<file path="config.mk">
export PLATFORM = sky130hd
export DESIGN_NAME = gqv_back
export DESIGN_NICKNAME = d
export VERILOG_FILES = /design/src/design/gqv_pkg.sv /design/src/design/gqv_div.sv /design/src/design/gqv_back.sv
export SDC_FILE = /design/constraint.sdc
export NUM_CORES = 1
export LEC_CHECK = 0
export ABC_CLOCK_PERIOD_IN_PS = 15900
export CORE_MARGIN = 2
export CORE_UTILIZATION = 31
export DETAILED_ROUTE_END_ITERATION = 7
export DONT_BUFFER_PORTS = 1
export HOLD_SLACK_MARGIN = 0.08
export SLEW_MARGIN = 15
export SYNTH_ARGS = -nofsm -noshare
export SYNTH_HDL_FRONTEND = slang
export SYNTH_SLANG_ARGS = --single-unit
</file>
<file path="constraint.sdc">
create_clock -name aclk -period 15.9 [get_ports aclk]
set_input_delay 3.18 -clock aclk [delete_from_list [all_inputs] [get_ports aclk]]
set_output_delay 3.18 -clock aclk [all_outputs]
set_load 0.005 [all_outputs]
</file>
<file path="src/design/gqv_pkg.sv">
// Shared types and constants for the glyph quad vertex generator.
`timescale 1ns / 1ps
package gqv_pkg;
    localparam int MAX_CHARS_DEF     = 128;
    localparam int GLYPH_ENTRIES_DEF = 256;
    localparam int TEX_BITS_DEF      = 12;

    localparam logic [2:0] REG_ORIGIN_X    = 3'd0;
    localparam logic [2:0] REG_ORIGIN_Y    = 3'd1;
    localparam logic [2:0] REG_UPPER_COLOR = 3'd2;
    localparam logic [2:0] REG_LOWER_COLOR = 3'd3;
    localparam logic [2:0] REG_TEX_WIDTH   = 3'd4;
    localparam logic [2:0] REG_TEX_HEIGHT  = 3'd5;
    localparam logic [2:0] REG_FONT_HEIGHT = 3'd6;
    localparam logic [2:0] REG_FIXED_FEED  = 3'd7;

    localparam logic [16:0] ONE_Q16 = 17'h10000;

    // Work handed from the front end to the back end: one mapped character.
    typedef struct packed {
        logic [6:0]  slot_lo;
        logic [15:0] pen;
        logic [11:0] gx;
        logic [11:0] gy;
        logic [11:0] gw;
        logic [11:0] gh;
    } job_t;
endpackage

</file>
<file path="src/design/gqv_div.sv">
// Restoring divider: floor((edge << 16) / div), saturated at one in Q1.16.
`timescale 1ns / 1ps
module gqv_div (
    input  logic        aclk,
    input  logic        aresetn,
    input  logic        start,
    input  logic [12:0] edge_in,
    input  logic [12:0] div_in,
    output logic        done,
    output logic [16:0] quot
);
    import gqv_pkg::*;

    logic [28:0] num_reg, num_next;
    logic [13:0] rem_reg, rem_next;
    logic [12:0] div_reg, div_next;
    logic [4:0]  cnt_reg, cnt_next;
    logic        busy_reg, busy_next;
    logic [28:0] q_reg, q_next;
    logic [14:0] trial;

    assign trial = {rem_reg, num_reg[28]} - {2'b0, div_reg};

    // Shift one numerator bit per cycle while busy.
    always_comb begin
        num_next  = num_reg;
        rem_next  = rem_reg;
        div_next  = div_reg;
        cnt_next  = cnt_reg;
        busy_next = busy_reg;
        q_next    = q_reg;
        if (start) begin
            num_next  = {edge_in, 16'h0};
            rem_next  = '0;
            div_next  = div_in;
            cnt_next  = 5'd29;
            busy_next = 1'b1;
            q_next    = '0;
        end else if (busy_reg) begin
            num_next = {num_reg[27:0], 1'b0};
            if (!trial[14]) begin
                rem_next = trial[13:0];
                q_next   = {q_reg[27:0], 1'b1};
            end else begin
                rem_next = {rem_reg[12:0], num_reg[28]};
                q_next   = {q_reg[27:0], 1'b0};
            end
            cnt_next = cnt_reg - 5'd1;
            if (cnt_reg == 5'd1) busy_next = 1'b0;
        end
    end

    always_ff @(posedge aclk) begin
        if (!aresetn) begin
            busy_reg <= 1'b0;
            cnt_reg  <= '0;
        end else begin
            busy_reg <= busy_next;
            cnt_reg  <= cnt_next;
        end
        num_reg <= num_next;
        rem_reg <= rem_next;
        div_reg <= div_next;
        q_reg   <= q_next;
    end

    assign done = !busy_reg;
    assign quot = (div_reg == 13'd0 || q_reg > {12'h0, ONE_Q16}) ? ONE_Q16 : q_reg[16:0];
endmodule

</file>
<file path="src/design/gqv_back.sv">
// Back end: divides edges by texture size and emits four vertices.
`timescale 1ns / 1ps
module gqv_back (
    input  logic          aclk,
    input  logic          aresetn,
    input  logic          job_valid,
    output logic          job_ready,
    input  gqv_pkg::job_t job,
    input  logic [15:0]   origin_x,
    input  logic [15:0]   origin_y,
    input  logic [31:0]   upper_color,
    input  logic [31:0]   lower_color,
    input  logic [12:0]   tex_width,
    input  logic [12:0]   tex_height,
    output logic          out_valid,
    input  logic          out_ready,
    output logic [8:0]    vertex_index,
    output logic [15:0]   pos_x,
    output logic [15:0]   pos_y,
    output logic [16:0]   tex_u,
    output logic [16:0]   tex_v,
    output logic [31:0]   color,
    output logic          last
);
    import gqv_pkg::*;

    localparam logic [1:0] ST_IDLE = 2'd0;
    localparam logic [1:0] ST_DIV  = 2'd1;
    localparam logic [1:0] ST_EMIT = 2'd2;

    logic [1:0]  st_reg;
    logic [1:0]  k_reg;
    logic        go_reg;
    job_t        j_reg;
    logic [16:0] u0, u1, v0, v1;
    logic        d0, d1, d2, d3;
    logic        take;
    logic [17:0] x0, x1, y1;
    logic [15:0] x0s, x1s, y1s;

    assign job_ready = (st_reg == ST_IDLE);
    assign take      = job_valid && job_ready;

    gqv_div u_du0 (.aclk, .aresetn, .start(take), .edge_in({1'b0, job.gx}),
                   .div_in(tex_width), .done(d0), .quot(u0));
    gqv_div u_du1 (.aclk, .aresetn, .start(take),
                   .edge_in({1'b0, job.gx} + {1'b0, job.gw}),
                   .div_in(tex_width), .done(d1), .quot(u1));
    gqv_div u_dv0 (.aclk, .aresetn, .start(take), .edge_in({1'b0, job.gy}),
                   .div_in(tex_height), .done(d2), .quot(v0));
    gqv_div u_dv1 (.aclk, .aresetn, .start(take),
                   .edge_in({1'b0, job.gy} + {1'b0, job.gh}),
                   .div_in(tex_height), .done(d3), .quot(v1));

    // Saturate positions to 16 bits signed.
    function automatic logic [15:0] sat(input logic [17:0] v);
        if (!v[17] && v[16:15] != 2'b00) return 16'h7FFF;
        if (v[17] && v[16:15] != 2'b11) return 16'h8000;
        return v[15:0];
    endfunction

    assign x0  = {{2{origin_x[15]}}, origin_x} + {2'b0, j_reg.pen};
    assign x1  = x0 + {6'b0, j_reg.gw};
    assign y1  = {{2{origin_y[15]}}, origin_y} + {6'b0, j_reg.gh};
    assign x0s = sat(x0);
    assign x1s = sat(x1);
    assign y1s = sat(y1);

    // Sequence: wait for dividers, then walk the four corners.
    always_ff @(posedge aclk) begin
        if (!aresetn) begin
            st_reg <= ST_IDLE;
            k_reg  <= '0;
            go_reg <= 1'b0;
        end else begin
            go_reg <= take;
            case (st_reg)
                ST_IDLE: if (take) st_reg <= ST_DIV;
                ST_DIV:  if (!go_reg && d0 && d1 && d2 && d3) begin
                    st_reg <= ST_EMIT;
                    k_reg  <= '0;
                end
                ST_EMIT: if (out_ready) begin
                    k_reg <= k_reg + 2'd1;
                    if (k_reg == 2'd3) st_reg <= ST_IDLE;
                end
                default: st_reg <= ST_IDLE;
            endcase
        end
        if (take) j_reg <= job;
    end

    assign out_valid    = (st_reg == ST_EMIT);
    assign vertex_index = {j_reg.slot_lo, k_reg};
    assign pos_x        = k_reg[0] ? x1s : x0s;
    assign pos_y        = k_reg[1] ? y1s : origin_y;
    assign tex_u        = k_reg[0] ? u1 : u0;
    assign tex_v        = k_reg[1] ? v1 : v0;
    assign color        = k_reg[1] ? lower_color : upper_color;
    assign last         = (k_reg == 2'd3);

    a_k: assert property (@(posedge aclk) disable iff (!aresetn)
        (st_reg != ST_EMIT) |=> (st_reg != ST_EMIT) || (k_reg == 2'd0))
        else $error("corner count not restarted");
    a_done: assert property (@(posedge aclk) disable iff (!aresetn)
        out_valid |-> (d0 && d1 && d2 && d3)) else $error("emit before divide");
    a_take: assert property (@(posedge aclk) disable iff (!aresetn)
        take |=> (st_reg == ST_DIV)) else $error("job lost");
endmodule

</file>
==> flow_summary.toml, run 1 <==
[logic_synthesis]
synthCells = 2023
synth.distinct_cells = 84
synth_top_area_share_pct = 21.2
synth_area_leaders = "dfxtp_1 (21%), edfxtp_1 (19%), mux2i_1 (8.4%), ha_1 (8.3%), nor2_1 (4.3%)"
synthFlopType = "dfxtp_1"
synth-warning-count = 0
syn_nets = 2357
ys_ff_latch = 326
synth_enable_flop_cells = 123
yosys.area.top_type = "dfxtp_1"
synthArstFlopShare_pct = 0
avgSynthCellArea_sq_um = 9.49
yosysSeqAreaShare_pct = 40.4
synth_area_sq_mm = 0.0192

[power_and_ir_drop]
p_total_mw = 2.87
peakVddDrop_v = 0.0000784
power_density_mw_per_mm2 = 135
leakagePower_nw = 8.45

[die]
die_area_sq_mm = 0.0640
die_w_um = 253
rows = 91
start_util_pct = 31.2
pin_count = 307
dieHeight_um = 253
core_sq_mm = 0.0615

[routing]
drt.antenna.violating_nets = 0
drc = 0
drt_iter0_markers = 1003
via_per_inst = 5.19
dr.pass1.iters = 5
routedWlPerCell_um = 17.4
via_count = 14531
wl_mm = 48.8

[global_route]
grt_pass1_vias = 14231
grt_max_degree = 153
antenna_found_initial = 5
grt_usage_pct = 14.9
grt_pass1_wl_mm = 77.0
grt_overflow = 0

[setup_path]
start_kind = "input pin"
critPathKind = "in -> out"
worstPathMaxFanout = 16
r2r_end = "u_du1.num_reg[26]$_DFFE_PP_"
r2r_setup_slack_ps = 11890
crit_required_ps = 12720
r2r.worst_path.cells = 6
r2r_start = "st_reg[1]$_SDFFE_PN0P_"
critical_path_arrival_ps = 7490
end_kind = "output port"
crit_path_start = "origin_x[0]"

[hold_path]
hold_depth = 1
worstHoldStart = "u_dv1.busy_reg$_SDFF_PN0_"
hold_path_end = "u_dv1.cnt_reg[1]$_SDFFE_PP0P_"
hold_class = "reg -> reg"

[placement]
place_hpwl_mm = 35.1
place.port_buffers = 0
place.gp.congestion = 0.935
dp_slack_ps = 5280

[sta]
max-slew-margin-rel_pct = 23.8
post-route-period-util_pct = 67.1
hold_slack_ps = 485
clock_skew_ps = 16.1
rsz0062_at_grt = "no"
final-setup-viol-count = 0
min_period_ps = 10670
tightest_slew_ps = 1140
fmax_mhz = 93.8
worst_slack_ps = 5230
tns_ps = 0
drv_slew = 0
hold_viol = 0

[layout]
fin_util_pct = 34.6
largest_reg_flops = 40
layout-drive-gt1-share_pct = 8.40
area_growth_pct = 10.9
num-nets-final = 2314

[clock_tree]
cts_tree = "done"
post-cts-setup-buffers = 0
cts-root-buf = "clkbuf_16"
numClockSinks = 326
cts_made_buffers = 42
clk_pin_slew_ps = 60
cts-resized-gates = 0
clk_latency_ps = 560
postCtsHoldBufs = 0
cts_max_level = 2
clock_path_buffers = 3

[status]
outcome = "finished clean"

[run]
drv_cap = 0
[how the worst max path moves through the flow]
| stage | end | slack (ps) | cells after the start |
|---|---|---|---|
| 3_3_place_gp | pos_x[12] | 5360 | 19 |
| 6_report | pos_x[12] | 5230 | 19 |
| 4_1_cts | pos_x[12] | 5270 | 19 |
| 3_5_place_dp | pos_x[12] | 5280 | 19 |
| 5_1_grt | pos_x[12] | 5040 | 19 |
| 2_1_floorplan | pos_x[11] | 6000 | 20 |
[power by group]
part           internal (mW)  total, mW  switching, mW
clock network          0.604      0.984          0.380
registers              0.974       1.04         0.0629
logic                  0.360      0.846          0.486
[worst max-delay path, stage by stage]
cell and delay, ps:
ha_1 190, inv_1 70, fa_1 400, nand2b_1 190, a21oi_2 230, o21a_1 190, o21a_1 120, nor2_1 50
xnor2_1 270, ha_1 320, a21o_1 180, nand2_1 60, o21ai_0 80, a311o_1 390, or3_1 360, o211a_1 240
a31oi_4 460, a21boi_1 180, o311ai_2 320
[area by class of cell]
class	instances	area (sq um)
antenna	1	2.50
multi-input combinational	1503	10700
inverter	98	375
timing repair buffer	9	67.6
tap	790	988
clock buffer	56	1260
fill	6149	40200
clock inverter	19	181
sequential	326	7760
[logic make-up (layout without fill, tap and decap cells)]
family,after synthesis,after routing,share of synthesized area (%)
AND/OR/NAND/NOR,598,598,14.7
XOR/XNOR,101,101,4.80
adder cells (fa/ha/maj),137,137,9.28
buffers and inverters,194,182,4.16
flip-flops,326,326,40.4
other,0,1,0
AO/OA/AOI/OAI,469,469,16.1
multiplexers,198,198,10.6
[cell usage after synthesis, drive strengths merged (32+ instances only)]
library cell	n
a21oi	148
nor2	219
nor3	32
xor2	34
inv	97
nand2	154
xnor2	67
o21ai	109
dfxtp	203
edfxtp	123
ha	128
a22o	33
mux2i	161
a21boi	36
mux2	37
clkbuf	73
[stage by stage]
| step | instances | area, sq um |
|---|---|---|
| after global routing | 2802 | 21300 |
| after global placement | 2725 | 19800 |
| after floorplan | 2023 | 19200 |
| final | 2802 | 21300 |
| after detailed placement | 2725 | 19800 |
| after CTS | 2800 | 21300 |
[per-layer routing]
| metal | part of all wire [%] | track usage, % |
|---|---|---|
| met5 | 0.11 | 0 |
| met4 | 2.0 | 3.85 |
| met3 | 8.0 | 5.12 |
| met2 | 46 | 25.1 |
| met1 | 43 | 18.0 |
[layout by cell type, fill, tap and decap left out, drive strengths merged, types with 8 or more instances in the layout]
master  synthesis  layout
and3           12      12
clkbuf         73      56
a21o           20      20
nand3          28      28
o21ai         109     109
ha            128     128
a31oi          18      18
a21boi         36      36
nor4           29      29
dfxtp         203     203
a211oi         13      13
a22o           33      33
o31ai           8       8
buf            23       9
edfxtp        123     123
mux2i         161     161
clkinv          1      12
mux2           37      37
nor3           32      32
nor2b          19      19
nand2b         29      29
nand4          14      14
nor2          219     219
o41ai           8       8
o21a           19      19
fa              9       9
inv            97     100
xor2           34      34
nand2         154     154
xnor2          67      67
a21oi         148     148
o211ai         13      13
or3            16      16
(Power assumes the default switching activity.)
==> inputs of run 2 (changes only) <==
--- a/config.mk
+++ b/config.mk
@@ -5,7 +5,8 @@
 export SDC_FILE = /design/constraint.sdc
 export NUM_CORES = 1
 export LEC_CHECK = 0
-export ABC_CLOCK_PERIOD_IN_PS = 15900
+export ABC_AREA = 1
+export ABC_CLOCK_PERIOD_IN_PS = 9100
 export CORE_MARGIN = 2
 export CORE_UTILIZATION = 31
 export DETAILED_ROUTE_END_ITERATION = 7
==> constraint.sdc (replaced) <==
create_clock -name aclk -period 9.1 [get_ports aclk]
set_input_delay 1.82 -clock aclk [delete_from_list [all_inputs] [get_ports aclk]]
set_output_delay 1.82 -clock aclk [all_outputs]
set_load 0.005 [all_outputs]
==> run 2 against run 1 <==
  * Setup slack worse by 3200 ps
  * Utilization rose by 0.18 points
  * Routed wire length rose by 3.1%
  * Die area rose by 0.56%
  * Flip-flop and latch count is the same
  * Critical endpoint is now pos_x[0]
  * Via count rose by 9.9%
  * Synthesized cell count grew 21%
  * Clock power grew 68%
  * Hold slack worse by 29 ps
==> flow_summary.toml, run 2 <==
[logic_synthesis]
avgSynthCellArea_sq_um = 7.90
yosysSeqAreaShare_pct = 40.2
yosys-top-cells-count = "nand2_1 (583), inv_1 (348), dfxtp_1 (203)"
synthFlopType = "dfxtp_1"
synthArstFlopShare_pct = 0
synth.distinct_cells = 56
ys_ff_latch = 326
yosys.area.top_type = "dfxtp_1"
synth_top_area_share_pct = 21.0
syn_nets = 2780
synth-warning-count = 0
synthCells = 2446
synth_area_leaders = "dfxtp_1 (21%), edfxtp_1 (19%), nand2_1 (11%), ha_1 (8.3%), inv_1 (6.8%)"
synth_most_common_cell = "nand2_1"
synth_area_sq_mm = 0.0193
synth_enable_flop_cells = 123

[routing]
drc = 0
drt.antenna.violating_nets = 0
wl_mm = 50.4
routedWlPerCell_um = 15.3
via_count = 15973
dr.pass1.iters = 5
via_per_inst = 4.87
drt_iter0_markers = 934

[layout]
layout_common_cells = "nand2_1 (582), inv_1 (348), dfxtp_1 (202)"
layout-drive-gt1-share_pct = 6.26
num-nets-final = 2746
fin_util_pct = 34.8
final_cells = 3283
final_common_cell = "nand2_1"
fillerInstances = 6508
fin_area_sq_mm = 0.0215
largest_reg_flops = 40
area_growth_pct = 11.2

[setup_path]
worstPathMaxFanout = 15
cp_cell_sequence = "ha_1 -> inv_1 -> fa_1 -> inv_1 -> nand4_1 -> nand2_1 -> a31oi_1 -> xnor2_1 -> ha_1 -> a21o_1 -> nor2_1 -> nand3_1 -> nand2_1 -> nand2_1 -> nand2_2 -> inv_1 -> nand3_1 -> nand2_2 -> a21oi_4 -> a21oi_1"
start_kind = "input pin"
critical_path_arrival_ps = 5200
cp_slowest_cell = "a21oi_4"
critPathMaxStageDelay_ps = 510
critPathKind = "in -> out"
crit_required_ps = 7280
end_kind = "output port"

[die]
dieHeight_um = 254
start_util_pct = 31.3
die_area_sq_mm = 0.0643
core_sq_mm = 0.0617
rows = 91
pin_count = 307
die_w_um = 254

[sta]
fmax_mhz = 142
max-slew-margin-rel_pct = 26.9
tightest_slew_ps = 1090
clock_skew_ps = 33.5
drv_slew = 0
post-route-period-util_pct = 77.1
final-setup-viol-count = 0
min_period_ps = 7020
hold_viol = 0
rsz0062_at_grt = "no"
tns_ps = 0

[clock_tree]
post-cts-setup-buffers = 0
cts_made_buffers = 40
numClockSinks = 326
postCtsHoldBufs = 0
cts-root-buf = "clkbuf_16"
clock_path_buffers = 3
cts-resized-gates = 0
clk_pin_slew_ps = 60
cts_tree = "done"
cts_max_level = 2
clk_latency_ps = 560

[power_and_ir_drop]
peakVddDrop_v = 0.000135
leakagePower_nw = 10.1
power_density_mw_per_mm2 = 235

[hold_path]
hold_class = "reg -> reg"

[placement]
numPlacedInstances = 3206
place.port_buffers = 0
place_area_sq_mm = 0.0201
place_hpwl_mm = 37.1
place.gp.congestion = 0.930

[status]
outcome = "finished clean"

[run]
drv_cap = 0

[global_route]
grt_pass1_wl_mm = 79.0
grt_max_degree = 91
grt_overflow = 0
grt_usage_pct = 15.2
antenna_found_initial = 0
grt_pass1_vias = 14808
run 2: metrics by stage:
step                      hold WS (ps)  setup slack (ps)  power [mW]
final                              456              2080        5.04
after global routing               479              1740        5.39
after CTS                          457              2060        5.10
after detailed placement           443              2070        3.41
after global placement             434              2190        3.41
after floorplan                    423              2730        3.06
run 2: final cells by class:
| cell class | count | area [sq um] | area share [%] |
|---|---|---|---|
| clock buffers | 50 | 1110 | 5.17 |
| flip-flops and latches | 326 | 7760 | 36.1 |
| repair buffers | 15 | 113 | 0.524 |
| inverters | 356 | 1340 | 6.24 |
| well taps | 837 | 1050 | 4.87 |
| clock inverters | 24 | 264 | 1.23 |
| diodes | 2 | 5.00 | 0.0233 |
| multi-input cells | 1673 | 9840 | 45.8 |
run 2: worst max-delay path: cells and delay by family:
family | cells | cell delay [ps]
and+or+nand+nor | 9 | 960
buffers and inverters | 3 | 220
AOI/OAI and AO/OA | 4 | 1000
xor gates and xnor gates | 1 | 280
adders and majority gates | 3 | 880
run 2: layer usage:
| layer | global-route usage [%] | wire length, um | share of wire (%) |
|---|---|---|---|
| met3 | 3.74 | 3210 | 6.4 |
| met4 | 4.82 | 1280 | 2.5 |
| met5 | 0.695 | 0 | 0 |
| met2 | 23.0 | 21200 | 42 |
| met1 | 21.1 | 24700 | 49 |
run 2: where the power goes:
group          switching (mW)  internal, mW  leakage (nW)  total, mW
logic                    1.03         0.525          6.56       1.55
registers               0.115          1.72          2.84       1.84
clock network           0.682         0.972         0.681       1.65
run 2: path summary, 6_finish.rpt:
path	end	start	slack [ps]	cells past startpoint
setup reg to reg	u_dv0.rem_reg[0]$_SDFFE_PP0P_	u_dv0.div_reg[0]$_DFFE_PP_	5890	15
hold reg to reg	u_dv0.q_reg[1]$_SDFFE_PP0P_	u_dv0.q_reg[0]$_SDFFE_PP0P_	460	2
setup / recovery	pos_x[0]	origin_x[0]	2080	20
hold / removal	u_dv0.q_reg[1]$_SDFFE_PP0P_	u_dv0.q_reg[0]$_SDFFE_PP0P_	460	2
run 2: cells by family (layout without fill, tap and decap cells):
| group | Yosys count | after routing | synth area share, % |
|---|---|---|---|
| buf+inv | 447 | 445 | 9.02 |
| fa+ha+maj | 137 | 137 | 9.22 |
| flops | 326 | 326 | 40.2 |
| simple gates | 880 | 880 | 19.2 |
| compound gates | 568 | 568 | 18.4 |
| other cells | 0 | 2 | 0 |
| xor+xnor | 88 | 88 | 3.99 |
